## config.mk

```make
export PLATFORM = sky130hd
export DESIGN_NAME = cteb_mover
export DESIGN_NICKNAME = d
export VERILOG_FILES = /design/src/rtl/cteb_pkg.sv /design/src/rtl/cteb_mover.sv
export SDC_FILE = /design/constraint.sdc
export NUM_CORES = 1
export LEC_CHECK = 0
export BUFFER_PORTS_ARGS = -buffer_cell sky130_fd_sc_hd__buf_4
export CAP_MARGIN = 10
export CORE_ASPECT_RATIO = 1.25
export CORE_MARGIN = 1.5
export CORE_UTILIZATION = 50
export DETAILED_ROUTE_END_ITERATION = 6
export GPL_ROUTABILITY_DRIVEN = 0
export PLACE_DENSITY = 0.74
export SLEW_MARGIN = 20
export SYNTH_ARGS = -nofsm -noshare
export SYNTH_HDL_FRONTEND = slang
export SYNTH_SLANG_ARGS = --single-unit
```

## constraint.sdc

```tcl
create_clock -name clk -period 2.9 [get_ports clk]
set_input_delay 0.29 -clock clk [delete_from_list [all_inputs] [get_ports clk]]
set_output_delay 0.29 -clock clk [all_outputs]
set_load 0.02 [all_outputs]
```

## src/rtl/cteb_pkg.sv

```systemverilog
`timescale 1ns / 1ps
// Shared constants, codes and types of the cursor text edit buffer.
package cteb_pkg;

  localparam int ADDR_W       = 12;
  localparam int BUFFER_DEPTH = 1 << ADDR_W;
  localparam int LEN_W        = ADDR_W + 1;
  localparam int CNT_W        = 16;
  localparam int CHAR_W       = 8;
  localparam int OP_W         = 3;

  localparam logic [LEN_W-1:0] DEPTH_LEN = LEN_W'(BUFFER_DEPTH);

  typedef enum logic [OP_W-1:0] {
    OP_LOAD   = 3'd0,
    OP_LEFT   = 3'd1,
    OP_RIGHT  = 3'd2,
    OP_BACK   = 3'd3,
    OP_INSERT = 3'd4,
    OP_DELETE = 3'd5,
    OP_READ   = 3'd6
  } cteb_op_t;

  typedef enum logic [2:0] {
    ST_IDLE,
    ST_INS_PREP,
    ST_DEL_PREP,
    ST_MOVE,
    ST_PUT,
    ST_RD_WAIT
  } cteb_state_t;

  // Block move request: copy count bytes, src to dst, stepping up or down.
  typedef struct packed {
    logic              start;
    logic              up;
    logic [ADDR_W-1:0] dst;
    logic [ADDR_W-1:0] src;
    logic [LEN_W-1:0]  count;
  } cteb_mv_cmd_t;

  // Mover status and its memory port requests.
  typedef struct packed {
    logic              active;
    logic              done;
    logic              wr_en;
    logic [ADDR_W-1:0] wr_addr;
    logic [ADDR_W-1:0] rd_addr;
  } cteb_mv_stat_t;

endpackage

```

## src/rtl/cteb_mover.sv

```systemverilog
`timescale 1ns / 1ps
// Block mover: shifts a run of stored bytes one address per cycle.
module cteb_mover
  import cteb_pkg::*;
(
  input  logic          clk,
  input  logic          rst,
  input  cteb_mv_cmd_t  cmd,
  output cteb_mv_stat_t stat
);

  logic              active;
  logic              up;
  logic              pend;
  logic [ADDR_W-1:0] src;
  logic [ADDR_W-1:0] dst;
  logic [ADDR_W-1:0] pend_dst;
  logic [LEN_W-1:0]  remaining;
  logic              done;

  assign done = active && (remaining == '0) && !pend;

  always_ff @(posedge clk) begin
    if (rst) begin
      active <= 1'b0;
      pend   <= 1'b0;
    end else if (cmd.start) begin
      active    <= 1'b1;
      up        <= cmd.up;
      src       <= cmd.src;
      dst       <= cmd.dst;
      remaining <= cmd.count;
      pend      <= 1'b0;
    end else if (active) begin
      if (remaining != '0) begin
        // read issued at src now; data lands next cycle for pend_dst
        src       <= up ? src + ADDR_W'(1) : src - ADDR_W'(1);
        dst       <= up ? dst + ADDR_W'(1) : dst - ADDR_W'(1);
        remaining <= remaining - LEN_W'(1);
        pend      <= 1'b1;
        pend_dst  <= dst;
      end else begin
        pend <= 1'b0;
      end
      if (done) begin
        active <= 1'b0;
      end
    end
  end

  assign stat.active  = active;
  assign stat.done    = done;
  assign stat.wr_en   = pend;
  assign stat.wr_addr = pend_dst;
  assign stat.rd_addr = src;

  cmd_only_when_idle: assert property (@(posedge clk) disable iff (rst)
    cmd.start |-> !active)
    else $error("mover restarted while active");

  write_follows_read: assert property (@(posedge clk) disable iff (rst)
    (active && !cmd.start && remaining != '0) |=> pend)
    else $error("mover read not followed by write");

  done_ends_run: assert property (@(posedge clk) disable iff (rst)
    (done && !cmd.start) |=> !active)
    else $error("mover still active after done");

endmodule

```

==> results of run 1 <==
==> power breakdown <==
part           leakage [µW]  internal (µW)  switching [µW]  total (µW)
Clock             0.0000552            257             242         499
Combinational       0.00104            291             391         683
Sequential         0.000494            929            60.3         989
Total               0.00159           1480             693        2170
==> per-layer routing <==
layer,wire [µm],vias up
met5,0,-
met4,94,0
met3,423,8
met2,3630,89
met1,3050,1278
li1,-,1369
==> final timing paths <==
check          from           to  slack (ns)  cells past startpoint
max              up      src[11]        0.43                      7
min             rst         pend        0.16                      2
max reg2reg      up      src[11]        0.43                      7
min reg2reg  dst[3]  pend_dst[3]        0.48                      0
==> cells by family after synthesis <==
| logic type | count (synthesis) | share of synthesized area [%] |
|---|---|---|
| XOR/XNOR | 19 | 4.99 |
| flip-flops | 52 | 46.2 |
| adder cells (fa/ha/maj) | 24 | 9.45 |
| AO/OA/AOI/OAI | 102 | 18.8 |
| buffers and inverters | 19 | 2.55 |
| multiplexers | 5 | 1.57 |
| AND/OR/NAND/NOR | 106 | 16.5 |
==> critical path, delay by kind of cell (launching register included) <==
family                   cells  cell delay [ns]
AO/OA/AOI/OAI                3             0.76
flip-flops                   1             0.44
adder cells (fa/ha/maj)      1             0.26
AND/OR/NAND/NOR              1             0.19
buffers and inverters        2             0.60
==> per-stage QoR <==
stage / hold WS, ns / area (µm²) / util, % / std cells
after floorplan: 0.367 / 3340 / - / 327
after global placement: 0.460 / 3930 / 60.2 / 474
after detailed placement: 0.455 / 3930 / 60.2 / 474
after CTS: 0.148 / 4030 / 61.8 / 482
after global routing: 0.152 / 4040 / 61.9 / 482
final: 0.156 / 4040 / 61.9 / 482
==> state kept, by name, indices dropped and copies added (netlist names) <==
register and flops:
remaining 13, pend 1, pend_dst 12, dst 12, up 1, src 12, active 1
==> layout make-up <==
type,count,area (µm²),area share (%)
tap,87,109,2.70
inverter,8,30.0,0.744
timing repair buffer,71,533,13.2
multi-input combinational,256,1710,42.5
clock buffer,6,72.6,1.80
sequential,52,1540,38.2
clock inverter,2,35.0,0.868
==> cell usage in the layout, fill, tap and decap left out, drive strengths merged, types with 6 or more instances in the layout <==
cell    Yosys  routed
ha         22      22
o211ai      6       6
buf         8      71
nand2      52      52
inv         8       8
edfxtp     50      50
xnor2       9       9
clkbuf      3       6
a21oi      23      23
nand3       7       7
xor2       10      10
nor4        7       7
a211oi      7       7
o21ai      40      40
nor2       17      17
==> impl_results.md, run 1 <==
- I/O pin total: 68
- Initial antenna violation count: 0
- CP Max Fanout: 11
- DP Wirelength: approximately 5300 µm
- Fillers: between 600 and 700
- Post-CTS Hold Buffers: 0
- Syn-to-layout area delta: 20.9%
- Leakage power: ~0.0016 µW
- Setup slack after layout: roughly 0.43 ns
- First-pass DRT Iterations: 4
- Die Y: around 94 µm
- DRC: 0
- Met3 Resource Use GR: under 10%
- Post-Syn Instances: around 330
- Yosys warns: 0
- Hold Violations, Final: 0
- Nets: between 400 and 500
- Share of cells above drive strength 1: 22.5%
- Async SR Flop Fraction: 0%
- Most frequent cell after synthesis: nand2_1
- CTS Root Cell: clkbuf_8
- Startpoint Class: flop
- Most crowded layer after global routing: met2
- GRT Total Usage: a little over a fifth
- Seq/Total Area, Yosys: between 40% and 50%
- Slew Limit Fails: 0
- Grt ovf: 0
- Die Wd: ~76 µm
- Number of global-route vias before repair: around 2700
- FF+latch count, synth: between 50 and 60
- Worst slew pin tran: roughly 0.71 ns
- Core Region: roughly 6500 µm²
- Fin crit share: a little under nine tenths
- CTS buffer count: 5
- Wirelength per Cell: 14.9 µm
- Area leader, netlist: edfxtp_1
- Min Tclk post-route: ~2.5 ns
- Post-CTS Setup Repair Bufs: 0
- Peak supply drop: about 0.31 mV
- Synthesized Nets: approximately 400
- Clock skew: about 0.0076 ns
- Vias per cell: 5.69
- Proportion of netlist area held by the largest area contributor: between 40 and 50%
- First-pass GRT wire length: roughly 12000 µm
- Pre-CTS setup slack: roughly 0.43 ns
- Post-CTS resize count: 0
- Final TNS setup: 0 ns
- Commonest cells in the netlist: nand2_1 (52), edfxtp_1 (50), o21ai_0 (28)
- CTS tree: done
- Critical path data arrival time: around 2.5 ns
- Routed via count: 2744
- Starting density of the core: 51.2%
- Critical path, cell by cell: inv_1 > buf_4 > ha_1 > a211oi_1 > o211ai_1 > a31oi_1 > and3b_1
- Status: complete, no violations
- Clk_lat worst skew: 0.30 ns
- M2 GR Usage: roughly 39%
- Crit Path Class: flop to flop
- PwrDens: roughly 540 nW/µm²
- Clock Path Buffers: 2
- Max frequency: between 400 and 500 MHz
- H-tree Lvls: 2
- WP data required: 2.96 ns
- Clock Pin Slew Worst Setup and Hold Paths: ~0.090 ns
- Max-Cap Viols: 0
- Total power: approximately 2200 µW
- Ys flop type: edfxtp_1
- EDFF count, synth: 50
- Worst path slowest cell: edfxtp_1
- Grt met1 use: between 20% and 30%
- Sink Count: 52
- Total wire length: a little over 7000 µm
- Yosys cell types: between 40 and 50
- Syn_area_per_cell: about 10 µm²
- Cells taking the most area after synthesis: edfxtp_1 (45%), ha_1 (8.2%), nand2_1 (5.8%)
- Worst Hold Class: input pin to flop
- Number of diodes: 0
- Largest net degree at the start of global routing: 70
- Setup crit end kind: flop
- Post-Syn Area: between 3000 and 4000 µm²
- Input/output buffers: between 60 and 70
- Rel. slew slack: about 53%
- Max stage delay on crit path: approximately 0.44 ns
- Detail Route Antenna Nets: 0
- Unrepaired setup endpoints after global routing: false
- Initial DRC count: between 150 and 200
- Final Setup Violations: 0
- DIE AREA: approximately 7000 µm²
- Site Rows: 33
No activity file was read; power rests on OpenSTA's default activity.
==> run 2, diff against run 1 <==
CORE_MARGIN = unset   (was 1.5)
==> run 2 against run 1 <==
- maximum frequency rose by 0.24%
- via count increased by 0.66%
- core utilization is 1.4 points higher
- sequential share of layout area increased by 0.35 points
- clock skew shrank 0.0023 ns
- die area fell by 2.4%
- clock power decreased by 17%
- clock-buffer cell count decreased by 1
- sequential cell count is the same
- setup slack better by 0.0059 ns
- sequential power hardly changed
- largest power group unchanged
==> impl_results.md, run 2 (synthesis gave the netlist of run 1 again) <==
- Crit Path Class: flop to flop
- WP data required: 3.04 ns (+0.08 ns)
- DR top layer: met4
- Site Rows: 32 (-3.0%)
- DP Wirelength: 5130 µm (-3.1%)
- Core Region: 6330 µm² (-3.0%)
- Clock Path Buffers: 2 (unchanged)
- Max-Cap Viols: 0 (unchanged)
- Slew Limit Fails: 0 (unchanged)
- Status: complete, no violations
- Die Y: 93.4 µm (-1.1%)
- Min Tclk post-route: 2.47 ns (-0.00591 ns)
- CTS buffer count: 5 (unchanged)
- Routed via count: 2762 (+0.66%)
- Sink Count: 52 (unchanged)
- Max frequency: 405 MHz (+0.24%)
- Input/output buffers: 67 (unchanged)
- Vias per cell: 5.78 (+1.5%)
- Hold_ws: 0.148 ns (-0.00884 ns)
- Total wire length: 7080 µm (-1.5%)
- Metal-1 WL: 3100 µm (+1.8%)
- Post-CTS Hold Buffers: 0 (unchanged)
- CTS tree: done
- Largest net degree at the start of global routing: 70 (unchanged)
- Clk_lat worst skew: 0.32 ns (+0.02 ns)
- Syn-to-layout area delta: 19.8%
- First-pass GRT wire length: 11800 µm (-3.4%)
- Grt ovf: 0 (unchanged)
- PwrDens: 520 nW/µm² (-3.3%)
- Post-CTS resize count: 0 (unchanged)
- Worst slew pin tran: 0.665 ns (-0.0408 ns)
- Most frequent cells in the layout: buf_4 (70), nand2_1 (52), edfxtp_1 (50)
- I/O pin total: 68 (unchanged)
- Routed wl met3: 376 µm (-11%)
- Routed wl met2: 3390 µm (-6.5%)
- Setup crit end kind: flop
- Number of global-route vias before repair: 2608 (-3.7%)
- Clock skew: 0.00535 ns (-0.00227 ns)
- Fin crit share: 85.1% (-0.20 points)
- Clock Pin Slew Worst Setup and Hold Paths: 0.10 ns (about the same)
- Starting density of the core: 52.8% (+1.6 points)
- Peak supply drop: 0.259 mV (-17%)
- Initial DRC count: 218 (+20%)
- Final TNS setup: 0 ns (unchanged)
- Register with the most flip-flops: remaining
- Final Setup Violations: 0 (unchanged)
- Critical path data arrival time: 2.61 ns (+0.07 ns)
- Worst Hold Class: input pin to flop
- Post-CTS Setup Repair Bufs: 0 (unchanged)
- Detail Route Antenna Nets: 0 (unchanged)
- First-pass DRT Iterations: 5 (+1)
- Rel. slew slack: 55.6% (+2.7 points)
- Startpoint Class: flop
- Commonest non-fill, non-tap cell in the layout: buf_4
- Leakage power: 0.00157 µW (-1.2%)
- Nets: 458 (-0.22%)
- CP Max Fanout: 10 (-1)
- Unrepaired setup endpoints after global routing: false
- Initial antenna violation count: 0 (unchanged)
- Wirelength per Cell: 14.8 µm (-0.71%)
- Share of cells above drive strength 1: 22.1% (-0.39 points)
- Number of diodes: 0 (unchanged)
- DRC: 0 (unchanged)
- GRT Total Usage: 22.1% (+1.0 points)
- Die Wd: 75.1 µm (-1.3%)
- DIE AREA: 7010 µm² (-2.4%)
- H-tree Lvls: 2 (unchanged)
- Max reg flops: 13 (unchanged)
- Hold Violations, Final: 0 (unchanged)
- CTS Root Cell: clkbuf_8
[run 2: critical path, cell delays in order (launching register included)]
cell      delay (ns)
edfxtp_1        0.41
inv_1           0.19
buf_4           0.21
fa_1            0.47
a211oi_1        0.42
o21a_1          0.25
nor4b_1         0.07
a311oi_1        0.27
[run 2: layout make-up]
| class | instances | area, µm² |
|---|---|---|
| Multi-Input combinational cell | 256 | 1710 |
| Tap cell | 85 | 106 |
| Clock buffer | 5 | 68.8 |
| Clock inverter | 2 | 12.5 |
| Sequential cell | 52 | 1540 |
| Timing Repair Buffer | 70 | 526 |
| Inverter | 8 | 30.0 |
| Fill cell | 576 | 2330 |
[run 2: final timing paths]
kind | start | to | slack (ns) | cells past startpoint
worst min register to register | dst[4] | pend_dst[4] | 0.48 | 0
worst max-delay path | up | dst[8] | 0.43 | 7
worst max register to register | up | dst[8] | 0.43 | 7
worst min-delay path | rst | pend | 0.15 | 2
[run 2: layer usage]
layer	track usage, %	vias to the layer above
li1	-	1374
met1	28.8	1273
met2	35.0	95
met3	4.20	20
met4	10.1	0
met5	0	-
[run 2: stage by stage]
step / std cells / total power (µW) / cell area [µm²] / setup WS (ns) / util (%)
2_1_floorplan: 327 / 1470 / 3340 / 0.607 / -
3_3_place_gp: 471 / 1660 / 3920 / 0.559 / 61.9
3_5_place_dp: 471 / 1670 / 3920 / 0.452 / 61.9
4_1_cts: 478 / 2080 / 4000 / 0.432 / 63.2
5_1_grt: 478 / 2200 / 4000 / 0.222 / 63.2
6_report: 478 / 2080 / 4000 / 0.431 / 63.2
[run 2: power by group]
group / total (µW) / internal, µW / leakage (µW) / switching [µW]
clock: 413 / 164 / 0.0000416 / 249
sequential: 988 / 929 / 0.000494 / 58.8
combinational: 679 / 289 / 0.00103 / 390
total: 2080 / 1380 / 0.00157 / 698
